===== config.mk =====
export PLATFORM = sky130hd
export DESIGN_NAME = ufst_ctrl
export DESIGN_NICKNAME = d
export VERILOG_FILES = /design/src/rtl/core/ufst_pkg.sv /design/src/rtl/core/ufst_ctrl.sv
export SDC_FILE = /design/constraint.sdc
export NUM_CORES = 1
export LEC_CHECK = 0
export BUFFER_PORTS_ARGS = -buffer_cell sky130_fd_sc_hd__buf_4
export CAP_MARGIN = 20
export CORE_ASPECT_RATIO = 0.9
export CORE_MARGIN = 8
export CORE_UTILIZATION = 50
export DETAILED_ROUTE_END_ITERATION = 16
export GPL_TIMING_DRIVEN = 0
export PLACE_DENSITY = 0.77
export SYNTH_ARGS = -nofsm -noshare
export SYNTH_HDL_FRONTEND = slang
export SYNTH_SLANG_ARGS = --single-unit

===== constraint.sdc =====
create_clock -name clk -period 1.77 [get_ports clk]
set_input_delay 0.354 -clock clk [delete_from_list [all_inputs] [get_ports clk]]
set_output_delay 0.354 -clock clk [all_outputs]
set_load 0.1 [all_outputs]

===== src/rtl/core/ufst_pkg.sv =====
// Shared types and constants for the union-find spanning-tree block.
// Holds the controller/datapath command and status words and the fixed field widths.
// No dependencies.
package ufst_pkg;

	localparam int NODE_W = 10;
	localparam int CNT_W  = 10;
	localparam int CC_W   = 11;
	localparam int RANK_W = 4;
	localparam int APB_AW = 3;
	localparam int APB_DW = 32;

	localparam logic [RANK_W-1:0] RANK_MAX       = 4'd15;
	localparam logic [CC_W-1:0]   CELL_COUNT_RST = 11'd1024;

	// register index, taken from paddr[2]
	localparam logic REG_CELL_COUNT = 1'b0;

	typedef logic [RANK_W-1:0] rank_t;
	typedef logic [CNT_W-1:0]  cnt_t;

	typedef struct packed {
		logic clr_start;  // zero the sweep counter and the edge count
		logic clr_step;   // write one singleton entry, advance the sweep
		logic load_edge;  // capture both nodes of the incoming word
		logic sel_b;      // walk the second node
		logic find_start; // read the start node of a walk
		logic find_step;  // follow one parent link, or take the root
		logic comp_step;  // point one walked entry at the root
		logic link;       // hang one root under the other
		logic rank_up;    // raise the rank of the first root
		logic count_inc;
		logic acc;        // accepted flag for the result word
		logic out_load;
	} cmd_t;

	typedef struct packed {
		logic root_hit;
		logic start_root;
		logic comp_last;
		logic clr_last;
		logic full;
		logic same_root;
		logic rank_lt;
		logic rank_gt;
		logic out_free;
	} sts_t;

endpackage


===== src/rtl/core/ufst_ctrl.sv =====
// Sequencer of the spanning-tree block: clearing sweep, two root walks with
// compression, the link step and the result hand-off. Depends on ufst_pkg.
module ufst_ctrl (
	input  logic           clk,
	input  logic           arst_n,
	input  logic           in_valid,
	input  logic           in_start,
	output logic           in_ready,
	input  ufst_pkg::sts_t sts,
	output ufst_pkg::cmd_t cmd
);
	import ufst_pkg::*;

	typedef enum logic [8:0] {
		S_CLEAR = 9'b000000001,
		S_IDLE  = 9'b000000010,
		S_CHECK = 9'b000000100,
		S_RD    = 9'b000001000,
		S_FND   = 9'b000010000,
		S_CMP   = 9'b000100000,
		S_LINK  = 9'b001000000,
		S_RANK  = 9'b010000000,
		S_OUT   = 9'b100000000
	} state_t;

	state_t state_q, state_d;
	logic   side_q, side_d;
	logic   pend_q, pend_d;
	logic   acc_q, acc_d;

	assign in_ready = (state_q == S_IDLE);

	always_comb begin
		state_d = state_q;
		side_d  = side_q;
		pend_d  = pend_q;
		acc_d   = acc_q;
		cmd     = '0;
		cmd.sel_b = side_q;
		cmd.acc   = acc_q;
		unique case (state_q)
			S_CLEAR: begin
				cmd.clr_step = 1'b1;
				if (sts.clr_last) begin
					state_d = pend_q ? S_CHECK : S_IDLE;
					pend_d  = 1'b0;
				end
			end
			S_IDLE: begin
				if (in_valid) begin
					cmd.load_edge = 1'b1;
					if (in_start) begin
						cmd.clr_start = 1'b1;
						pend_d  = 1'b1;
						state_d = S_CLEAR;
					end else begin
						state_d = S_CHECK;
					end
				end
			end
			S_CHECK: begin
				acc_d  = 1'b0;
				side_d = 1'b0;
				if (sts.full) begin
					state_d = S_OUT;
				end else begin
					cmd.sel_b      = 1'b0;
					cmd.find_start = 1'b1;
					state_d        = S_FND;
				end
			end
			S_RD: begin
				cmd.find_start = 1'b1;
				state_d = S_FND;
			end
			S_FND: begin
				cmd.find_step = 1'b1;
				if (sts.root_hit) begin
					if (!sts.start_root) begin
						state_d = S_CMP;
					end else if (!side_q) begin
						side_d  = 1'b1;
						state_d = S_RD;
					end else begin
						state_d = S_LINK;
					end
				end
			end
			S_CMP: begin
				cmd.comp_step = 1'b1;
				if (sts.comp_last) begin
					if (!side_q) begin
						side_d  = 1'b1;
						state_d = S_RD;
					end else begin
						state_d = S_LINK;
					end
				end
			end
			S_LINK: begin
				if (sts.same_root) begin
					state_d = S_OUT;
				end else begin
					cmd.link = 1'b1;
					if (!sts.rank_lt && !sts.rank_gt) begin
						state_d = S_RANK;
					end else begin
						cmd.count_inc = 1'b1;
						acc_d   = 1'b1;
						state_d = S_OUT;
					end
				end
			end
			S_RANK: begin
				cmd.rank_up   = 1'b1;
				cmd.count_inc = 1'b1;
				acc_d   = 1'b1;
				state_d = S_OUT;
			end
			S_OUT: begin
				// hold until the result register is free
				if (sts.out_free) begin
					cmd.out_load = 1'b1;
					state_d = S_IDLE;
				end
			end
			default: begin
				state_d = S_IDLE;
			end
		endcase
	end

	always_ff @(posedge clk or negedge arst_n) begin
		if (!arst_n) begin
			state_q <= S_CLEAR;
			side_q  <= 1'b0;
			pend_q  <= 1'b0;
			acc_q   <= 1'b0;
		end else begin
			state_q <= state_d;
			side_q  <= side_d;
			pend_q  <= pend_d;
			acc_q   <= acc_d;
		end
	end

endmodule


==> flow_summary_export.csv, run 1 <==
group,metric,value,unit
outcome,status,"aborted with a tool error",
outcome,lastStage,"4_1_cts",
outcome,tool.error,"[ERROR DPL-0033] detailed placement checks failed during check placement.",
yosys,ys_async_sr_fraction,100,%
yosys,synth_flop_cell,"dfrtp_1",
yosys,synth.distinct_cells,46,
clocking,cts_made_buffers,3,
clocking,cts.sinks,12,
yosys,avgSynthCellArea,8.83,um^2
placement,numPortBuffers,25,
yosys,yosys_warnings,0,
yosys,ys_seq_area_share,33.8,%
yosys,synth_area,892,um^2
clocking,ctsLongestPathBuffers,2,
placement,dp.cells,150,
yosys,synth_edf_count,0,
floorplan,rows,14,
floorplan,start_util,53.1,%
clocking,ctsResizeCount,51,
clocking,hold_buffers,1,
placement,dp_hpwl,1830,um
yosys,synth_seq_cells,12,
floorplan,die_h,56.1,um
floorplan,die-width,60.5,um
clocking,cts-htree-levels,1,
placement,place.gp.congestion,0.802,
floorplan,ios,26,
yosys,synth_cells,101,
yosys,postSynthNetCount,114,
clocking,root_buffer,"clkbuf_4",
clocking,cts_setup_buffers,24,
[cells in the mapped netlist (2+ instances only)]
| library cell | n | area, um^2 |
|---|---|---|
| nor3_4 | 2 | 32.5 |
| nor3_1 | 4 | 20.0 |
| o21ai_0 | 2 | 10.0 |
| nand2b_1 | 3 | 18.8 |
| or2_1 | 2 | 12.5 |
| or2b_1 | 2 | 15.0 |
| o21a_1 | 2 | 15.0 |
| nand3_2 | 2 | 20.0 |
| nor2b_1 | 3 | 18.8 |
| nor4b_1 | 4 | 35.0 |
| dfrtp_1 | 11 | 275 |
| nor2_1 | 17 | 63.8 |
| nand4_1 | 2 | 12.5 |
| a21oi_1 | 3 | 15.0 |
| inv_1 | 6 | 22.5 |
| nand3_1 | 3 | 15.0 |
| nor4_1 | 2 | 12.5 |
| and2_1 | 2 | 12.5 |
| o22ai_1 | 2 | 12.5 |
[logic make-up after synthesis]
logic type,synth area share [%]
and+or+nand+nor,43.5
AOI/OAI and AO/OA,16.8
DFF,33.8
buffers and inverters,3.93
xor gates and xnor gates,1.96
[through the flow]
stage                     worst slack, ns  hold slack, ns  instance area (um^2)
after global placement             -0.217           0.200                  1210
after detailed placement           -0.211           0.204                  1210
after floorplan                    -0.487          0.0584                   988
==> inputs of run 2 (changes only) <==
--- a/config.mk
+++ b/config.mk
@@ -7,12 +7,11 @@
 export LEC_CHECK = 0
 export BUFFER_PORTS_ARGS = -buffer_cell sky130_fd_sc_hd__buf_4
 export CAP_MARGIN = 20
-export CORE_ASPECT_RATIO = 0.9
-export CORE_MARGIN = 8
-export CORE_UTILIZATION = 50
+export CORE_AREA = 8 8 69 71
 export DETAILED_ROUTE_END_ITERATION = 16
+export DIE_AREA = 0 0 77 79
 export GPL_TIMING_DRIVEN = 0
-export PLACE_DENSITY = 0.77
+export PLACE_DENSITY_LB_ADDON = 0.15
 export SYNTH_ARGS = -nofsm -noshare
 export SYNTH_HDL_FRONTEND = slang
 export SYNTH_SLANG_ARGS = --single-unit
==> run 2 against run 1 <==
Compared with the run above: the flow now finishes, with violations (setup timing); synthesized area is the same; synthesized cell count did not move.
==> flow_summary_export.csv, run 2 <==
group,metric,value,unit
timing,post-route-min-period,2.06,ns
setup_path,r2r_setup_slack,0.02,ns
setup_path,path_class,"flip-flop to output port",
timing,slew_violations,0,
yosys,avgSynthCellArea,8.83,um^2
yosys,synth_edf_count,0,
yosys,synth_flop_cell,"dfrtp_1",
cells_and_area,layout_commonest_cell,"buf_4",
yosys,synth_seq_cells,12,
setup_path,crit_required,1.42,ns
drt,vias_per_cell,4.71,
timing,timing.final.crit_share,116,%
grt,grt_pass1_wl,5040,um
setup_path,cp_cell_sequence,"or2_4 > nor3_4 > nand3_4 > o21a_4 > buf_12",
floorplan,start_util,23.5,%
cells_and_area,layout_common_cells,"buf_4, buf_12, nor2_1, dfrtp_2",
setup_path,r2r_cells,5,
yosys,yosys_warnings,0,
timing,relSlewSlack,60.0,%
yosys,postSynthNetCount,114,
cells_and_area,finish.instance_area,1770,um^2
grt,overflow,0,
timing,fmax,485,MHz
worst_hold_path,hold_depth,2,
yosys,yosysMostFrequentCell,"nor2_1",
grt,grt_max_degree,13,
outcome,status,"finished with violations",
cells_and_area,regArea,310,um^2
placement,dp.cells,176,
setup_path,end_kind,"output port",
worst_hold_path,min_to,"pend_q$_DFFE_PN0P_",
cells_and_area,multi_input_area,707,um^2
clocking,clk-insertion-delay-late,0.25,ns
cells_and_area,fill_cells,373,
yosys,synth_top_area_share,30.9,%
grt,grt_usage,10.3,%
clocking,cts_made_buffers,3,
flow_run,drv_cap,0,
setup_path,crit_family,"simple AND/OR/NAND/NOR gates",
cells_and_area,fin_cells,212,
outcome,violations,"setup timing",
cells_and_area,drive_above_1_share,61.1,%
setup_path,cpPeakStageDelay,0.45,ns
pwr,vdd.ir_drop.worst,0.789,mV
placement,dp_hpwl,2060,um
cells_and_area,antennaDiodeCount,0,
placement,place.gp.congestion,0.752,
drt,dr_total_vias,998,
timing,hold_viol,0,
grt,first_global_vias,1062,
timing,tightest_slew,0.590,ns
drt,routedWlPerCell,15.1,um
drt,ant_nets,0,
pwr,powerDensity,1490,nW/um^2
cells_and_area,nets,176,
setup_path,cp-start-kind,"flip-flop",
timing,finalSetupViolations,12,
clocking,cts.sinks,12,
setup_path,r2r-start,"state_q[5]$_DFFE_PN0P_",
yosys,synth_area_leaders,"dfrtp_1, nor2_1, nor4b_1",
floorplan,ios,26,
cells_and_area,largest-register,"state_q",
floorplan,rows,23,
floorplan,die-width,77,um
yosys,synth_cells,101,
clocking,root_buffer,"clkbuf_8",
drt,first_pass_iters,4,
timing,rsz0062_at_grt,"true",
yosys,synth_area,892,um^2
grt,antenna_found_initial,0,
pwr,power_leakage,0.000752,uW
worst_hold_path,hold_class,"input port to flip-flop",
clocking,tritoncts,"yes",
cells_and_area,syn2layout_area_growth,98.2,%
timing,whs,0.287,ns
placement,numPortBuffers,25,
setup_path,path_buf_inv,1,
yosys,synth.distinct_cells,46,
setup_path,cp_slowest_cell,"dfrtp_2",
placement,place_area,1240,um^2
setup_path,worstPathMaxFanout,6,
cells_and_area,largest_reg_flops,9,
timing,setup_slack,-0.292,ns
floorplan,die_h,79,um
clocking,cts-htree-levels,1,
drt,drc,0,
drt,drt-initial-drc-count,33,
yosys,yosysTopAreaCell,"dfrtp_1",
yosys,ys_seq_area_share,33.8,%
setup_path,timing.rr.end,"state_q[1]$_DFFE_PN0P_",
yosys,ys_async_sr_fraction,100,%
floorplan,core-area,3800,um^2
setup_path,crit_arrival,1.71,ns
clocking,path_clk_slew,0.06,ns
clocking,ctsLongestPathBuffers,2,
timing,fin_worst_skew,0.00126,ns
floorplan,fp.dieArea,6080,um^2
worst_hold_path,hold_start,"sts[5]",
drt,routed_wl,3210,um
yosys,synth_commonest_cells,"nor2_1, dfrtp_1, inv_1",
## run 2: cell counts after synthesis
Identical to the previous run, type by type.
## run 2: logic make-up (layout without fill, tap and decap cells)
kind of cell	after synthesis	count (layout)	synth area share (%)
AND/OR/NAND/NOR	59	59	43.5
flip-flops	12	12	33.8
AO/OA/AOI/OAI	20	20	16.8
XOR/XNOR	2	2	1.96
buffers and inverters	8	69	3.93
## run 2: per-stage QoR
step / setup TNS (ns) / utilization, % / power, uW / setup slack (ns)
after floorplan: -2.77 / - / 1470 / -0.487
after global placement: -1.37 / 32.6 / 1710 / -0.238
after detailed placement: -1.45 / 32.6 / 1710 / -0.257
after CTS: -2.94 / 43.4 / 2410 / -0.314
after global routing: -3.95 / 46.5 / 2780 / -0.366
final: -2.93 / 46.5 / 2640 / -0.292
## run 2: where the power goes
part	switching [uW]	total [uW]	internal [uW]
registers	104	451	347
clock network	114	311	197
logic	1020	1880	862
## run 2: how the worst max path moves through the flow
stage / start / end / slack [ns] / cells past startpoint
2_1_floorplan: state_q[4]$_DFFE_PN0P_ / cmd[3] / -0.49 / 3
3_3_place_gp: state_q[1]$_DFFE_PN0P_ / cmd[4] / -0.24 / 4
3_5_place_dp: state_q[1]$_DFFE_PN0P_ / cmd[4] / -0.26 / 4
4_1_cts: state_q[5]$_DFFE_PN0P_ / cmd[4] / -0.31 / 5
5_1_grt: state_q[2]$_DFFE_PN0P_ / cmd[4] / -0.37 / 5
6_report: state_q[4]$_DFFE_PN0P_ / cmd[8] / -0.29 / 5
## run 2: final cells by class
cell class,instances,area share (%)
Inverter,6,1.49
Sequential cell,12,17.6
Buffer,1,0.425
Tap cell,50,3.54
Clock buffer,4,3.11
Timing Repair Buffer,58,33.9
Multi-Input combinational cell,81,40.0
## run 2: repair_timing
action,4_1_cts,5_1_grt
pin swaps,11,12
resized for setup,48,9
hold buffers,1,0
gates cloned,0,0
setup buffers,22,10
setup endpoints to repair,12,15
endpoints found under the hold margin,11,0
## run 2: layer usage
layer	track usage, %	wire length, um
met5	0	0
met4	3.40	25
met3	3.50	132
met2	19.8	1820
met1	10.1	1230
(Power assumes the default switching activity.)
